### config.mk
export PLATFORM = sky130hd
export DESIGN_NAME = weekly_time_window_scheduler_unit
export DESIGN_NICKNAME = d
export VERILOG_FILES = /design/src/wtws_pkg.sv /design/src/wtws_cfg_regs.sv /design/src/wtws_slot_check.sv /design/src/weekly_time_window_scheduler_unit.sv
export SDC_FILE = /design/constraint.sdc
export NUM_CORES = 1
export LEC_CHECK = 0
export BUFFER_PORTS_ARGS = -buffer_cell sky130_fd_sc_hd__buf_2
export CAP_MARGIN = 25
export CORE_MARGIN = 4
export CORE_UTILIZATION = 45
export CTS_CLUSTER_SIZE = 12
export DETAILED_ROUTE_END_ITERATION = 10
export GPL_ROUTABILITY_DRIVEN = 0
export PLACE_DENSITY = 0.59
export RECOVER_POWER = 50
export SETUP_SLACK_MARGIN = 0.05
export SYNTH_ARGS = -nofsm -noshare
export SYNTH_HDL_FRONTEND = slang
export SYNTH_SLANG_ARGS = --single-unit
### constraint.sdc
create_clock -name clk_i -period 9.6 [get_ports clk_i]
set_input_delay 1.92 -clock clk_i [delete_from_list [all_inputs] [get_ports clk_i]]
set_output_delay 1.92 -clock clk_i [all_outputs]
set_load 0.02 [all_outputs]
### src/wtws_pkg.sv
`timescale 1ns / 1ps

package wtws_pkg;

  // Number of schedule slots that the search covers (1 to 8).
  localparam int unsigned SLOTS = 7;

  // Day code of a slot that matches on every weekday.
  localparam logic [3:0] DAY_ANY = 4'd8;

  // Days in a year for the expiry wrap, and the repeat period while the card is absent.
  localparam logic [11:0] YEAR_DAYS = 12'd365;
  localparam logic [3:0] REPEAT_RELOAD = 4'd9;
  localparam logic [6:0] MIN_PER_HOUR = 7'd60;

  // Message kinds.
  localparam logic MSG_START = 1'b0;
  localparam logic MSG_END = 1'b1;

  // Register indexes on the configuration port.
  localparam logic [2:0] REG_SLOTS_01 = 3'd0;
  localparam logic [2:0] REG_SLOTS_23 = 3'd1;
  localparam logic [2:0] REG_SLOTS_45 = 3'd2;
  localparam logic [2:0] REG_SLOTS_67 = 3'd3;
  localparam logic [2:0] REG_START_DAY = 3'd4;
  localparam logic [2:0] REG_START_YEAR = 3'd5;
  localparam logic [2:0] REG_RUN_WEEKS = 3'd6;
  localparam logic [2:0] REG_NEVER_EXPIRE = 3'd7;

  // One 32-bit slot descriptor.
  typedef struct packed {
    logic [4:0] rsvd;
    logic [5:0] dur_min;
    logic [4:0] dur_hour;
    logic [5:0] start_min;
    logic [4:0] start_hour;
    logic [3:0] day;
    logic       enable;
  } slot_t;

  // Configuration registers as seen by the datapath.
  typedef struct packed {
    logic [3:0][63:0] slots;
    logic [8:0]       start_day;
    logic [7:0]       start_year;
    logic [7:0]       run_weeks;
    logic             never_expire;
  } cfg_t;

  // One tick, as packed on the input stream.
  typedef struct packed {
    logic [4:0] pad;
    logic       card_absent;
    logic [1:0] rec_dest;
    logic       paused;
    logic [7:0] now_year;
    logic [8:0] now_yday;
    logic [5:0] now_min;
    logic [4:0] now_hour;
    logic [2:0] now_wday;
  } tick_t;

endpackage

### src/wtws_cfg_regs.sv
`timescale 1ns / 1ps

module wtws_cfg_regs (
  input  logic             clk_i,
  input  logic             rst_ni,
  input  logic             psel,
  input  logic             penable,
  input  logic             pwrite,
  input  logic [5:0]       paddr,
  input  logic [63:0]      pwdata,
  output logic [63:0]      prdata,
  output logic             pready,
  output wtws_pkg::cfg_t   cfg_o
);

  wtws_pkg::cfg_t cfg_q, cfg_d;
  logic           wr_en;
  logic [2:0]     reg_idx;

  assign pready  = 1'b1;
  assign wr_en   = psel & penable & pwrite;
  assign reg_idx = paddr[5:3];

  // Register writes in the access phase.
  always_comb begin
    cfg_d = cfg_q;
    if (wr_en) begin
      case (reg_idx)
        wtws_pkg::REG_SLOTS_01:     cfg_d.slots[0] = pwdata;
        wtws_pkg::REG_SLOTS_23:     cfg_d.slots[1] = pwdata;
        wtws_pkg::REG_SLOTS_45:     cfg_d.slots[2] = pwdata;
        wtws_pkg::REG_SLOTS_67:     cfg_d.slots[3] = pwdata;
        wtws_pkg::REG_START_DAY:    cfg_d.start_day = pwdata[8:0];
        wtws_pkg::REG_START_YEAR:   cfg_d.start_year = pwdata[7:0];
        wtws_pkg::REG_RUN_WEEKS:    cfg_d.run_weeks = pwdata[7:0];
        wtws_pkg::REG_NEVER_EXPIRE: cfg_d.never_expire = pwdata[0];
        default: cfg_d = cfg_q;
      endcase
    end
  end

  // Everything resets to zero except the expiry disable, which resets to one.
  always_ff @(posedge clk_i or negedge rst_ni) begin
    if (!rst_ni) begin
      cfg_q <= '{slots: '0, start_day: '0, start_year: '0, run_weeks: '0,
                 never_expire: 1'b1};
    end else begin
      cfg_q <= cfg_d;
    end
  end

  // Read-back of the addressed register.
  always_comb begin
    case (reg_idx)
      wtws_pkg::REG_SLOTS_01:     prdata = cfg_q.slots[0];
      wtws_pkg::REG_SLOTS_23:     prdata = cfg_q.slots[1];
      wtws_pkg::REG_SLOTS_45:     prdata = cfg_q.slots[2];
      wtws_pkg::REG_SLOTS_67:     prdata = cfg_q.slots[3];
      wtws_pkg::REG_START_DAY:    prdata = 64'(cfg_q.start_day);
      wtws_pkg::REG_START_YEAR:   prdata = 64'(cfg_q.start_year);
      wtws_pkg::REG_RUN_WEEKS:    prdata = 64'(cfg_q.run_weeks);
      wtws_pkg::REG_NEVER_EXPIRE: prdata = 64'(cfg_q.never_expire);
      default: prdata = '0;
    endcase
  end

  assign cfg_o = cfg_q;

endmodule

### src/wtws_slot_check.sv
`timescale 1ns / 1ps

// Checks one slot descriptor against the current weekday and time of day.
module wtws_slot_check (
  input  wtws_pkg::slot_t slot_i,
  input  logic [2:0]      wday_i,
  input  logic [4:0]      hour_i,
  input  logic [5:0]      min_i,
  output logic            hit_o
);

  logic [2:0]  wday_m;
  logic        day_ok;
  logic [10:0] now_t;
  logic [10:0] start_t;
  logic [6:0]  min_sum;
  logic [1:0]  carry;
  logic [6:0]  end_m;
  logic [6:0]  end_h;
  logic        past_end;

  // Sunday counts as day seven.
  assign wday_m = (wday_i == 3'd0) ? 3'd7 : wday_i;
  assign day_ok = (slot_i.day == {1'b0, wday_m}) || (slot_i.day == wtws_pkg::DAY_ANY);

  // Times as minutes since midnight.
  assign now_t   = 11'(hour_i) * 11'd60 + 11'(min_i);
  assign start_t = 11'(slot_i.start_hour) * 11'd60 + 11'(slot_i.start_min);

  // End of the window: the minute sum stays below three hours.
  assign min_sum = 7'(slot_i.start_min) + 7'(slot_i.dur_min);
  always_comb begin
    if (min_sum >= 7'(2 * wtws_pkg::MIN_PER_HOUR)) begin
      carry = 2'd2;
      end_m = min_sum - 7'(2 * wtws_pkg::MIN_PER_HOUR);
    end else if (min_sum >= wtws_pkg::MIN_PER_HOUR) begin
      carry = 2'd1;
      end_m = min_sum - wtws_pkg::MIN_PER_HOUR;
    end else begin
      carry = 2'd0;
      end_m = min_sum;
    end
  end
  assign end_h = 7'(slot_i.start_hour) + 7'(slot_i.dur_hour) + 7'(carry);

  assign past_end = (7'(hour_i) > end_h) || ((7'(hour_i) == end_h) && (7'(min_i) > end_m));

  assign hit_o = slot_i.enable && day_ok && (now_t >= start_t) && !past_end;

endmodule

### src/weekly_time_window_scheduler_unit.sv
`timescale 1ns / 1ps

// Weekly time-window scheduler. Each tick on the input stream is checked against
// up to eight schedule slots, one slot per clock through a single compare unit,
// and yields zero, one or two start/end messages on the output stream. The block
// takes one tick at a time: after the accepting cycle a tick passes an expiry step
// that unwraps the expiry date by 365 days at a time (at most six times, none when
// expiry is off), then the slot search (both skipped when paused, the search also
// when the schedule has run out), then a decision step, then each message, held
// until the receiver takes it, and a return to idle; s_axis_tready is high only
// between ticks.
module weekly_time_window_scheduler_unit (
  input  logic        clk_i,
  input  logic        rst_ni,
  // Tick stream. tdata from bit 0: now_wday[2:0], now_hour[7:3], now_min[13:8],
  // now_yday[22:14], now_year[30:23], paused[31], rec_dest[33:32],
  // card_absent[34], zero[39:35].
  input  logic        s_axis_tvalid,
  output logic        s_axis_tready,
  input  logic [39:0] s_axis_tdata,
  // Message stream. tdata from bit 0: slot_index[2:0], zero[7:3].
  // tuser: msg_kind. tlast: last message of the tick.
  output logic        m_axis_tvalid,
  input  logic        m_axis_tready,
  output logic [7:0]  m_axis_tdata,
  output logic        m_axis_tuser,
  output logic        m_axis_tlast,
  // Configuration port.
  input  logic        psel,
  input  logic        penable,
  input  logic        pwrite,
  input  logic [5:0]  paddr,
  input  logic [63:0] pwdata,
  output logic [63:0] prdata,
  output logic        pready
);

  localparam logic [2:0] ST_IDLE   = 3'd0;
  localparam logic [2:0] ST_EXPIRY = 3'd1;
  localparam logic [2:0] ST_SCAN   = 3'd2;
  localparam logic [2:0] ST_DECIDE = 3'd3;
  localparam logic [2:0] ST_OUT    = 3'd4;

  wtws_pkg::cfg_t  cfg;
  wtws_pkg::tick_t tick_in;
  wtws_pkg::tick_t tick_q, tick_d;
  wtws_pkg::slot_t cur_slot;
  logic [63:0]     slot_pair;
  logic            slot_hit;

  logic [2:0]  state_q, state_d;
  logic [2:0]  idx_q, idx_d;
  logic        found_q, found_d;
  logic [11:0] end_day_q, end_day_d;
  logic [8:0]  end_year_q, end_year_d;
  logic [1:0]  active_dest_q, active_dest_d;
  logic [3:0]  repeat_q, repeat_d;
  logic [1:0]  kind_q, kind_d;
  logic [5:0]  slot_out_q, slot_out_d;
  logic [1:0]  cnt_q, cnt_d;
  logic        out_idx_q, out_idx_d;
  logic        expired;

  wtws_cfg_regs u_regs (
    .clk_i   (clk_i),
    .rst_ni  (rst_ni),
    .psel    (psel),
    .penable (penable),
    .pwrite  (pwrite),
    .paddr   (paddr),
    .pwdata  (pwdata),
    .prdata  (prdata),
    .pready  (pready),
    .cfg_o   (cfg)
  );

  // Slot under test: pair register by the upper index bits, half by the lowest.
  assign slot_pair = cfg.slots[idx_q[2:1]];
  assign cur_slot  = idx_q[0] ? slot_pair[63:32] : slot_pair[31:0];

  wtws_slot_check u_check (
    .slot_i (cur_slot),
    .wday_i (tick_q.now_wday),
    .hour_i (tick_q.now_hour),
    .min_i  (tick_q.now_min),
    .hit_o  (slot_hit)
  );

  assign tick_in = wtws_pkg::tick_t'(s_axis_tdata);

  assign expired = (12'(tick_q.now_yday) > end_day_q) &&
                   ({1'b0, tick_q.now_year} >= end_year_q);

  assign s_axis_tready = (state_q == ST_IDLE);
  assign m_axis_tvalid = (state_q == ST_OUT);
  assign m_axis_tuser  = kind_q[out_idx_q];
  assign m_axis_tdata  = {5'd0, out_idx_q ? slot_out_q[5:3] : slot_out_q[2:0]};
  assign m_axis_tlast  = ({1'b0, out_idx_q} == cnt_q - 2'd1);

  // Sequencer: expiry wrap, slot search, decision, message delivery.
  always_comb begin
    state_d       = state_q;
    tick_d        = tick_q;
    idx_d         = idx_q;
    found_d       = found_q;
    end_day_d     = end_day_q;
    end_year_d    = end_year_q;
    active_dest_d = active_dest_q;
    repeat_d      = repeat_q;
    kind_d        = kind_q;
    slot_out_d    = slot_out_q;
    cnt_d         = cnt_q;
    out_idx_d     = out_idx_q;
    case (state_q)
      ST_IDLE: begin
        if (s_axis_tvalid) begin
          tick_d     = tick_in;
          idx_d      = '0;
          found_d    = 1'b0;
          end_day_d  = 12'(cfg.start_day) + (12'(cfg.run_weeks) << 3) - 12'(cfg.run_weeks);
          end_year_d = 9'(cfg.start_year);
          state_d    = tick_in.paused ? ST_DECIDE : ST_EXPIRY;
        end
      end
      ST_EXPIRY: begin
        if (cfg.never_expire) begin
          state_d = ST_SCAN;
        end else if (end_day_q > wtws_pkg::YEAR_DAYS) begin
          end_day_d  = end_day_q - wtws_pkg::YEAR_DAYS;
          end_year_d = end_year_q + 9'd1;
        end else begin
          state_d = expired ? ST_DECIDE : ST_SCAN;
        end
      end
      ST_SCAN: begin
        if (slot_hit) begin
          found_d = 1'b1;
          state_d = ST_DECIDE;
        end else if (idx_q == 3'(wtws_pkg::SLOTS - 1)) begin
          state_d = ST_DECIDE;
        end else begin
          idx_d = idx_q + 3'd1;
        end
      end
      ST_DECIDE: begin
        cnt_d      = 2'd0;
        out_idx_d  = 1'b0;
        kind_d     = {wtws_pkg::MSG_START, wtws_pkg::MSG_START};
        slot_out_d = '0;
        if (found_q) begin
          if (tick_q.card_absent) begin
            if (repeat_q == 4'd0) begin
              cnt_d      = 2'd1;
              slot_out_d = {3'd0, idx_q};
              repeat_d   = wtws_pkg::REPEAT_RELOAD;
            end else begin
              repeat_d = repeat_q - 4'd1;
            end
          end else if (tick_q.rec_dest != 2'd0) begin
            if (active_dest_q == 2'd0) begin
              cnt_d      = 2'd1;
              slot_out_d = {3'd0, idx_q};
            end else if (active_dest_q != tick_q.rec_dest) begin
              cnt_d      = 2'd2;
              kind_d     = {wtws_pkg::MSG_START, wtws_pkg::MSG_END};
              slot_out_d = {idx_q, 3'd0};
            end
          end else if (active_dest_q != 2'd0) begin
            cnt_d  = 2'd1;
            kind_d = {wtws_pkg::MSG_START, wtws_pkg::MSG_END};
          end
          active_dest_d = tick_q.rec_dest;
        end else begin
          if (active_dest_q != 2'd0) begin
            cnt_d  = 2'd1;
            kind_d = {wtws_pkg::MSG_START, wtws_pkg::MSG_END};
          end
          active_dest_d = 2'd0;
          repeat_d      = 4'd0;
        end
        state_d = (cnt_d == 2'd0) ? ST_IDLE : ST_OUT;
      end
      ST_OUT: begin
        if (m_axis_tready) begin
          if (m_axis_tlast) begin
            state_d = ST_IDLE;
          end else begin
            out_idx_d = 1'b1;
          end
        end
      end
      default: state_d = ST_IDLE;
    endcase
  end

  // Control state.
  always_ff @(posedge clk_i or negedge rst_ni) begin
    if (!rst_ni) begin
      state_q       <= ST_IDLE;
      active_dest_q <= '0;
      repeat_q      <= '0;
      cnt_q         <= '0;
      out_idx_q     <= 1'b0;
      found_q       <= 1'b0;
      idx_q         <= '0;
    end else begin
      state_q       <= state_d;
      active_dest_q <= active_dest_d;
      repeat_q      <= repeat_d;
      cnt_q         <= cnt_d;
      out_idx_q     <= out_idx_d;
      found_q       <= found_d;
      idx_q         <= idx_d;
    end
  end

  // Payload registers.
  always_ff @(posedge clk_i) begin
    tick_q     <= tick_d;
    end_day_q  <= end_day_d;
    end_year_q <= end_year_d;
    kind_q     <= kind_d;
    slot_out_q <= slot_out_d;
  end

endmodule
Word-level counts from Yosys, hierarchy flattened
Index checks and enable logic that the tools add are counted.

word-level totals
  flip-flop bits (word level) = 361
  logic and storage cells = 180

cells by class
  add/sub/neg operators = 14
  $mul = 2
  magnitude comparators = 10
  eq/ne operators = 29
  mux-type cells = 63
  bitwise operators = 2
  reductions and logical operators = 34

operators with widths
  operator               count
  $pmux W64 S8           1
  $bmux W64 S2           1
  $mux W59               1
  $mux W3                14
  $mux W12               3
  $mux W27               1
  $mux W9                3
  $mux W2                12
  $mux W6                4
  $pmux W12 S2           1
  $add A11 B6 Y11        2
  $reduce_and A2 Y1      10
  $eq A3 B3 Y1 const B   6
  $mul A5 B4 Y9 const B  2
  $pmux W9 S2            1
  $ne A2 B2 Y1 const B   8
  $pmux W3 S5            1
  $mux W7                2
  $add A9 B11 Y12        1
  $eq A3 B2 Y1 const B   4
  $gt A12 B9 Y1 const B  1
  $gt A9 B12 Y1          1
  $mux W1                12
  $mux W4                3
  other kinds (41)       59

Longest topological paths before layout
Gate-level depths: netlist of the first run.

  depth after elaboration = 15
  gate-level depth with buffers = 29

Modules after synthesis
Synthesis of the first run repeated with hierarchy kept, for this count alone.

second synthesis, totals
  cells, all modules = 1754
  area total of the unflattened synthesis = 21911.0 sq um

modules (own cells, without submodules)
  module                             times used  cells each  area each (sq um)  seq. area each (sq um)
  wtws_cfg_regs                      1           811         12710.9            7058.0
  weekly_time_window_scheduler_unit  1           622         6525.0             2262.2
  wtws_slot_check                    1           321         2675.1             0.0

Worst setup path after synthesis of the first run
Ideal clock, no wire load.

  kind = flip-flop to flip-flop
  start point = register idx_q[1]
  end point = register idx_q[2]
  setup time = 0.080 ns
  data arrival time = 6.682 ns
  data required time = 9.520 ns
  path slack = 2.838 ns
  cell stages (with the launch flop) = 30
  buffers on the path = 4
  clock period less this slack = 6.762 ns
  path through = dfrtp_1 > buf_6 > buf_2 > buf_2 > clkbuf_1 > mux4_2 > nand2_1 > nand2_1 > ha_1 > inv_1 > fa_1 > nand2b_1 > o2bb2ai_1 > xnor2_1 > ha_1 > a31oi_1 > nor3_1 > nor2b_1 > ha_1 > fa_1 > inv_1 > ha_1 > nor2b_1 > o21a_1 > o21a_1 > o21ai_0 > nand2b_1 > a311o_1 > o2111ai_1 > mux2i_1

on the way
  cells in the longest elaborated chain, start to end = 15

RTL lines
  what                                                    line                                      RTL
  from (decl)                                             weekly_time_window_scheduler_unit.sv:52   logic [2:0] idx_q, idx_d;
  from (signal assigned)                                  weekly_time_window_scheduler_unit.sv:213  idx_q <= idx_d;
  branches (longest 15 deep; another with $add A6 B6 Y7)  n/a

Several ways; the timed one is not identified. The select of a mux whose other input is x is not followed.
A chain may end at the register's enable or synchronous reset.

Worst setup path after layout of the first run
Same ends and word-level chain as after synthesis.

==> flow_summary.toml, run 1 <==
[clocking]
cts-hold-fix-buffers = 0
clk_latency_ns = 0.57
cts_tree = "yes"
clock-root-buffer = "clkbuf_16"
postCtsSetupRepairBufs = 0
clockBufferDepth = 3
cts.htree.levels = 2
path_clk_slew_ns = 0.06
ctsResizeCount = 0
cts.sinks = 360
cts_buffers = 43

[floorplanning]
dieArea_um2 = 51200
die-height_um = 226
die_x_um = 226
coreArea_um2 = 46900
io_pins = 194
floorplan.initialDensity = 0.457
row_count = 79

[timing]
skew_ns = 0.0128
fin_tns_setup_ns = 0
tightest_slew_ns = 4.76
finalCritPeriodShare = 0.767
finalSetupViolations = 0
report.final.slew_viol_count = 229
setup_ws_ns = 2.23
post-route-min-period_ns = 7.37
grt_setup_unrepaired = "false"
finalHoldViolCount = 0
slew_headroom = -2.17
clock.fmax_mhz = 136

[place]
pre_cts_slack_ns = 2.19
portBuffers = 179
dp_hpwl_um = 37700
dp_cells = 2453

[logic_synthesis]
synth_mux_area_frac = 0.275
syn_inst = 1735
synth_area_um2 = 21400
synth_edf_count = 62
syn_avg_cell_area_um2 = 12.4
yosys_most_used_dff = "dfrtp_1"
synth_top_family_by_area = "multiplexers"
synth_compound_area_frac = 0.0601
synth_xor_area_frac = 0.0245
synth_cell_types = 68
yosys_warnings = 0
yosysSeqAreaShare = 0.435
synthArstFlopShare = 0.828
synth-adder-area-share = 0.0864
synth-simple-area-share = 0.0818
ys_seq_elements = 360

[detailed_routing]
drt_first_pass_iters = 5
routedWlPerCell_um = 21.8
via_per_inst = 5.60
antenna_left = 0
drtIter0Drc = 871
wl_um = 55100
via_count = 14200
drc = 0

[global_route]
grt_overflow = 0
grt_usage = 0.217
grt_pass1_wl_um = 86600
antenna_found_initial = 8
grt_max_degree = 194
grt_pass1_vias = 14900

[finish]
fin_nets = 2141
layout_common_cells = "dfrtp_1, mux2_2, buf_2"
area_growth_pct = 13.3
drive_gt1_frac = 0.333
final_common_cell = "dfrtp_1"
fill_cells = 4185
fin_cells = 2532

[critical_path]
endpoint_kind = "flip-flop"
cp.arrival_ns = 7.78
reg2reg_depth = 24
crit_path_end = "idx_q[2]"
worstPathRequired_ns = 10.02
critPathKind = "reg -> reg"
start_kind = "flip-flop"
rrSetupSlack_ns = 2.23
crit_fanout = 31
regToRegStartpoint = "idx_q[1]"
reg2reg_to = "idx_q[2]"
critPathLaunch = "idx_q[1]"

[status]
violations = "max-capacitance violations, max-slew violations"
status = "finished, violations left"

[power_and_ir_drop]
p_seq_frac = 0.278
netSwitchingFraction = 0.405
power.switching_mw = 3.35
power_per_cell_area_nw_per_um2 = 340
clkPwrFrac = 0.195
ir_drop_v = 0.000344
p_leak_nw = 11.0
intPower_mw = 4.92
pwr-share-comb = 0.527

[run]
drv_cap = 2

[min_path]
hold_path_class = "reg -> reg"
[synthesized netlist by cell type, types with 12 or more instances]
library cell	number	area (um^2)
nand2b_1	14	87.6
o21ai_0	60	300
xor2_1	14	123
nand3_1	14	70.1
nor2_1	71	267
nor3_1	16	80.1
a21o_1	17	128
mux2i_1	19	190
and2_1	66	413
nand2_1	129	484
xnor2_1	46	403
nor2b_1	16	100
clkbuf_1	59	221
buf_1	17	63.8
mux2_2	273	3070
o21bai_1	12	90.1
edfxtp_1	62	1860
dfrtp_1	297	7430
inv_1	109	409
mux4_2	107	2410
ha_1	108	1350
a21oi_1	61	305
fa_1	25	500
[layer usage]
| layer | up-vias | track usage | routed length [um] |
|---|---|---|---|
| li1 | 6562 | - | - |
| met1 | 7257 | 0.314 | 25900 |
| met2 | 288 | 0.343 | 25700 |
| met3 | 70 | 0.0364 | 2370 |
| met4 | 12 | 0.0550 | 1090 |
| met5 | - | 0 | 88 |
[cells by family after synthesis]
family | count (synthesis)
AO/OA/AOI/OAI | 207
XOR/XNOR | 60
adder cells (fa/ha/maj) | 133
buffers and inverters | 202
flip-flops | 360
multiplexers | 408
other | 2
AND/OR/NAND/NOR | 363
[state kept, by name (all words and copies together) (netlist names), 2 cells and up]
register,cells
end_day_q,12
u_regs.cfg_o,282
active_dest_q,2
idx_q,3
slot_out_q,6
end_year_q,9
state_q,3
cnt_q,2
repeat_q,4
tick_q,34
[power by group through the flow]
stage | registers (mW) | logic [mW] | clock network (mW)
after floorplan | 2.14 | 3.43 | 0
after global placement | 2.30 | 4.22 | 0
after detailed placement | 2.32 | 4.34 | 0
after CTS | 2.30 | 4.38 | 1.66
after global routing | 2.36 | 4.95 | 1.72
final | 2.30 | 4.35 | 1.61
[final cells by class]
class / count / area [um^2] / share of cell area
flip-flops and latches: 360 / 9330 / 0.384
repair buffers: 197 / 1020 / 0.0420
well taps: 607 / 759 / 0.0313
inverters: 112 / 420 / 0.0173
multi-input cells: 1177 / 11400 / 0.468
diodes: 2 / 5.00 / 0.000206
clock inverters: 9 / 114 / 0.00469
clock buffers: 68 / 1280 / 0.0529
[critical path: stages, from the launching register on]
cell,delay (ns)
dfrtp_4,0.87
buf_4,0.38
mux4_2,0.53
nand2_1,0.12
nand2_1,0.07
ha_1,0.35
nand2b_1,0.07
o2bb2ai_1,0.16
xnor2_1,0.50
ha_1,0.40
a31oi_1,0.06
nor3_1,0.60
nor2b_1,0.17
ha_1,0.27
fa_1,0.42
nand3_1,0.10
xor2_1,0.08
ha_1,0.30
and3_1,0.15
nand3_1,0.11
a31oi_1,0.16
o21ai_0,0.11
nor4b_1,0.77
o2111ai_1,0.26
mux2i_1,0.18
[worst min path at each step]
stage | from | to | slack, ns | cells past startpoint
CTS | cnt_q[1] | cnt_q[1] | 0.49 | 2
detailed placement | cnt_q[1] | cnt_q[1] | 0.48 | 2
global placement | cnt_q[1] | cnt_q[1] | 0.48 | 2
finish | cnt_q[1] | cnt_q[1] | 0.49 | 2
global route | repeat_q[2] | repeat_q[2] | 0.52 | 1
floorplan | cnt_q[1] | cnt_q[1] | 0.46 | 2
[through the flow]
| step | hold WS (ns) | power [mW] | utilization | instance area, um^2 |
|---|---|---|---|---|
| finish | 0.493 | 8.27 | 0.518 | 24300 |
| global route | 0.520 | 9.03 | 0.518 | 24300 |
| CTS | 0.493 | 8.34 | 0.519 | 24300 |
| detailed placement | 0.479 | 6.66 | 0.489 | 22900 |
| global placement | 0.476 | 6.52 | 0.489 | 22900 |
| floorplan | 0.460 | 5.57 | - | 21400 |
Power figures use the tool's default switching activity.
==> run 2, diff against run 1 <==
- clock period: 9.6 -> 7.2 ns (I/O delays scaled with it)
==> flow_summary.toml, run 2 (synthesis results as in run 1) <==
[timing]
slew_headroom = -1.81
grt_setup_unrepaired = "false"
post-route-min-period_ns = 6.58
whs_ns = 0.503
fin_tns_setup_ns = 0
finalHoldViolCount = 0
finalSetupViolations = 0
finalCritPeriodShare = 0.914
skew_ns = 0.0217
clock.fmax_mhz = 152
report.final.slew_viol_count = 173
tightest_slew_ns = 4.22

[status]
status = "finished, violations left"
violations = "max-capacitance violations, max-slew violations"

[global_route]
grt_max_degree = 164
grt_pass1_vias = 14800
grt_usage = 0.214
antenna_found_initial = 9
grt_pass1_wl_um = 85500
grt_overflow = 0

[place]
portBuffers = 179
dp_hpwl_um = 37900
dp_cells = 2461

[min_path]
hp-start = "cnt_q[0]"
hold_path_class = "reg -> reg"

[critical_path]
critPathLaunch = "idx_q[1]"
critical_path.slowest_cell = "dfrtp_4"
cp.buffers_inverters = 2
start_kind = "flip-flop"
critPathMaxStageDelay_ns = 0.72
worstPathRequired_ns = 7.69
crit_fanout = 20
endpoint_kind = "flip-flop"
path_cells = "buf_12 -> mux4_2 -> nand2_1 -> nand2_1 -> ha_1 -> nand2b_1 -> o2bb2ai_1 -> xnor2_1 -> ha_1 -> a32oi_1 -> o21ai_0 -> nor2b_1 -> ha_1 -> fa_1 -> inv_1 -> ha_1 -> nor2b_1 -> o21a_1 -> o21a_1 -> o21ai_0 -> nand2b_1 -> a311o_1 -> o211ai_2 -> mux2i_1"
cp.arrival_ns = 7.07
critPathKind = "reg -> reg"
regToRegStartpoint = "idx_q[1]"
crit_family = "compound AO/OA/AOI/OAI gates"
cpMostUsedCell = "ha_1"

[detailed_routing]
drt_first_pass_iters = 5
drtIter0Drc = 1011
wl_um = 54400
antenna_left = 0
via_count = 14300
routedWlPerCell_um = 21.4
drc = 0
via_per_inst = 5.62

[clocking]
cts_buffers = 42
cts-hold-fix-buffers = 0
cts_tree = "yes"
cts.htree.levels = 2
clk_latency_ns = 0.57
path_clk_slew_ns = 0.06
clockBufferDepth = 3
postCtsSetupRepairBufs = 0
cts.sinks = 360
ctsResizeCount = 0
clock-root-buffer = "clkbuf_16"

[power_and_ir_drop]
pwr-share-comb = 0.534
ir_drop_v = 0.000534
clkPwrFrac = 0.191
p_seq_frac = 0.275
p_leak_nw = 11.1
power_per_cell_area_nw_per_um2 = 451
intPower_mw = 6.57
power.switching_mw = 4.45
netSwitchingFraction = 0.403

[finish]
area_growth_pct = 13.9
largest_reg_flops = 282
fin_cells = 2538
fin_nets = 2148
fill_cells = 4137
final_common_cell = "dfrtp_1"
drive_gt1_frac = 0.339
layout_common_cells = "dfrtp_1, mux2_2, buf_2"
post-route-util = 0.521

[floorplanning]
die_x_um = 226
dieArea_um2 = 51200
coreArea_um2 = 46900
row_count = 79
die-height_um = 226
floorplan.initialDensity = 0.457
io_pins = 194

[run]
drv_cap = 3
[run 2: cell types whose count changed in the layout (fill, tap and decap cells not counted)]
cell and delta:
clkbuf_1 -8, clkbuf_8 +8, buf_12 +5, buf_4 +4
clkbuf_16 -4, diode_2 +3, buf_16 +1, buf_2 -1
buf_8 -1, inv_6 -1, or2_0 -1, or2_2 +1
[run 2: area by class of cell]
class / instances / area [um^2] / share of cell area
inverter: 112 / 420 / 0.0172
clock buffer: 64 / 1260 / 0.0518
timing repair buffer: 205 / 1160 / 0.0474
multi-input combinational: 1177 / 11400 / 0.465
sequential: 360 / 9330 / 0.382
tap: 607 / 759 / 0.0311
clock inverter: 8 / 105 / 0.00431
antenna: 5 / 12.5 / 0.000513
[run 2: through the flow]
stage | total power [mW] | area, um^2 | setup slack, ns
finish | 11.0 | 24400 | 0.617
global route | 12.0 | 24400 | 0.107
CTS | 11.1 | 24400 | 0.616
detailed placement | 8.92 | 23100 | 0.648
global placement | 8.72 | 23000 | 0.823
floorplan | 7.42 | 21400 | 0.438
[run 2: path summary, 6_finish.rpt]
kind	slack (ns)	cells after the start	end
worst max register to register	0.62	24	idx_q[1]
min in group asynchronous	2.33	1	active_dest_q[1]
worst min-delay path	0.50	2	cnt_q[0]
worst max-delay path	0.62	24	idx_q[1]
worst min register to register	0.50	2	cnt_q[0]
max in group asynchronous	1.50	2	u_regs.cfg_o[203]
[run 2: power groups by stage]
stage	Combinational [mW]	Clock, mW	Sequential, mW
after floorplan	4.57	0	2.85
after global placement	5.69	0	3.04
after detailed placement	5.86	0	3.06
after CTS	5.91	2.16	3.03
after global routing	6.67	2.25	3.10
final	5.88	2.10	3.03
[run 2: layer usage]
layer	routed length (um)	up-vias	GRT usage
met5	67	-	0
met4	1170	10	0.0560
met3	2840	79	0.0429
met2	24900	297	0.331
met1	25300	7277	0.313
li1	-	6603	-
[run 2: worst min-delay path: stages, from the launching register on]
cell and delay, ns:
dfrtp_1 0.35, nand2_1 0.05, o21ai_0 0.06
==> run 3, diff against run 2 <==
- CTS_CLUSTER_DIAMETER: not set -> 100
- REMOVE_ABC_BUFFERS: not set -> 1
==> flow_summary.toml, run 3 (synthesis results as in run 1) <==
[status]
status = "finished, violations left"
violations = "max-capacitance violations, max-slew violations"

[global_route]
grt_max_degree = 120
grt_usage = 0.210
grt_pass1_vias = 14800
antenna_found_initial = 15
grt_pass1_wl_um = 84300
grt_overflow = 0

[detailed_routing]
drc = 0
wl_um = 53000
via_count = 14200
via_per_inst = 5.62
routedWlPerCell_um = 21.0
antenna_left = 0
drtIter0Drc = 704
drt_first_pass_iters = 5

[clocking]
cts-hold-fix-buffers = 0
path_clk_slew_ns = 0.06
cts_buffers = 35
cts.sinks = 360
clockBufferDepth = 3
postCtsSetupRepairBufs = 0
clock-root-buffer = "clkbuf_16"
clk_latency_ns = 0.55
cts.htree.levels = 2
cts_tree = "yes"
ctsResizeCount = 0

[power_and_ir_drop]
pwr-share-comb = 0.549
power_per_cell_area_nw_per_um2 = 435
p_leak_nw = 10.9
netSwitchingFraction = 0.405
ir_drop_v = 0.000361
intPower_mw = 6.21
power.switching_mw = 4.22
clkPwrFrac = 0.162
p_seq_frac = 0.290

[critical_path]
critPathLaunch = "idx_q[1]"
start_kind = "flip-flop"
cp.arrival_ns = 7.00
worstPathRequired_ns = 7.66
critPathKind = "reg -> reg"
endpoint_kind = "flip-flop"
crit_fanout = 18
regToRegStartpoint = "idx_q[1]"

[finish]
largest_reg_flops = 282
final_common_cell = "dfrtp_1"
fill_cells = 4177
drive_gt1_frac = 0.333
area_growth_pct = 12.1
fin_nets = 2145
finalInstanceArea_um2 = 24000
fin_cells = 2521
layout_common_cells = "dfrtp_1, mux2_2, buf_2"

[min_path]
hp-start = "u_regs.cfg_o[183]"
hold_path_class = "reg -> reg"

[place]
portBuffers = 179
dpl_cell_area_um2 = 23100
dp_hpwl_um = 36500
dp_cells = 2464

[timing]
report.final.slew_viol_count = 131
finalCritPeriodShare = 0.909
skew_ns = 0.0200
grt_setup_unrepaired = "false"
clock.fmax_mhz = 153
finalSetupViolations = 0
tightest_slew_ns = 5.18
post-route-min-period_ns = 6.54
finalHoldViolCount = 0
whs_ns = 0.500
slew_headroom = -2.45

[floorplanning]
die_x_um = 226
io_pins = 194
die-height_um = 226
floorplan.initialDensity = 0.457
dieArea_um2 = 51200
coreArea_um2 = 46900
row_count = 79

[run]
drv_cap = 2
==> run 3: cell count changes in the layout (fill, tap and decap cells not counted), sizes merged <==
cell / before / now
clkinv: 7 / 2
bufinv: 1 / 0
clkbuf: 76 / 54
clkdlybuf4s25: 0 / 1
buf: 193 / 200
diode: 5 / 8
==> run 3: final timing paths <==
path / endpoint / cells past startpoint / slack [ns]
setup / recovery: idx_q[0] / 24 / 0.66
hold / removal: u_regs.cfg_o[183] / 1 / 0.50
setup reg to reg: idx_q[0] / 24 / 0.66
hold reg to reg: u_regs.cfg_o[183] / 1 / 0.50
max in group asynchronous: u_regs.cfg_o[261] / 3 / 1.07
min in group asynchronous: u_regs.cfg_o[17] / 1 / 2.98
==> run 3: layout make-up <==
type	count	area [um^2]	area share
sequential	360	9330	0.388
clock inverter	2	25.0	0.00104
antenna	8	20.0	0.000833
timing repair buffer	209	1170	0.0489
multi-input combinational	1177	11400	0.473
tap	607	759	0.0316
inverter	112	420	0.0175
clock buffer	46	938	0.0391
==> run 3: critical path: stages (launching register included) <==
cell      delay, ns
dfrtp_4        0.70
buf_4          0.32
mux4_2         0.52
nand2_1        0.09
nand2_1        0.07
ha_1           0.22
a211oi_2       0.24
nor2_1         0.09
xor2_1         0.40
ha_1           0.35
a32oi_1        0.08
o21ai_0        0.32
nor2b_1        0.38
ha_1           0.25
fa_1           0.41
inv_1          0.07
ha_1           0.22
nor2b_1        0.13
o21a_1         0.16
o21a_1         0.17
o21ai_0        0.16
nand2b_1       0.09
a311o_1        0.42
o211ai_2       0.32
mux2i_1        0.24
==> run 3: power groups by stage <==
| stage | logic, mW | registers (mW) | clock network (mW) |
|---|---|---|---|
| after CTS | 5.80 | 3.03 | 1.75 |
| final | 5.73 | 3.02 | 1.69 |
| after detailed placement | 5.75 | 3.06 | 0 |
| after global routing | 6.55 | 3.10 | 1.82 |
| after floorplan | 4.39 | 2.99 | 0 |
| after global placement | 5.62 | 3.04 | 0 |
==> run 3: through the flow <==
step / setup TNS (ns) / worst slack [ns] / total power [mW] / utilization
detailed placement: 0 / 0.734 / 8.81 / 0.492
finish: 0 / 0.657 / 10.4 / 0.513
global placement: 0 / 0.802 / 8.66 / 0.491
CTS: 0 / 0.685 / 10.6 / 0.513
global route: 0 / 0.107 / 11.5 / 0.512
floorplan: -2.71 / -0.596 / 7.38 / -
==> run 3: routing by layer <==
metal  wire (um)  global-route usage  vias to the layer above
met5          81                   0                        -
li1            -                   -                     6568
met1       24800               0.305                     7252
met3        2470              0.0408                       76
met2       24700               0.328                      262
met4         911              0.0532                       16
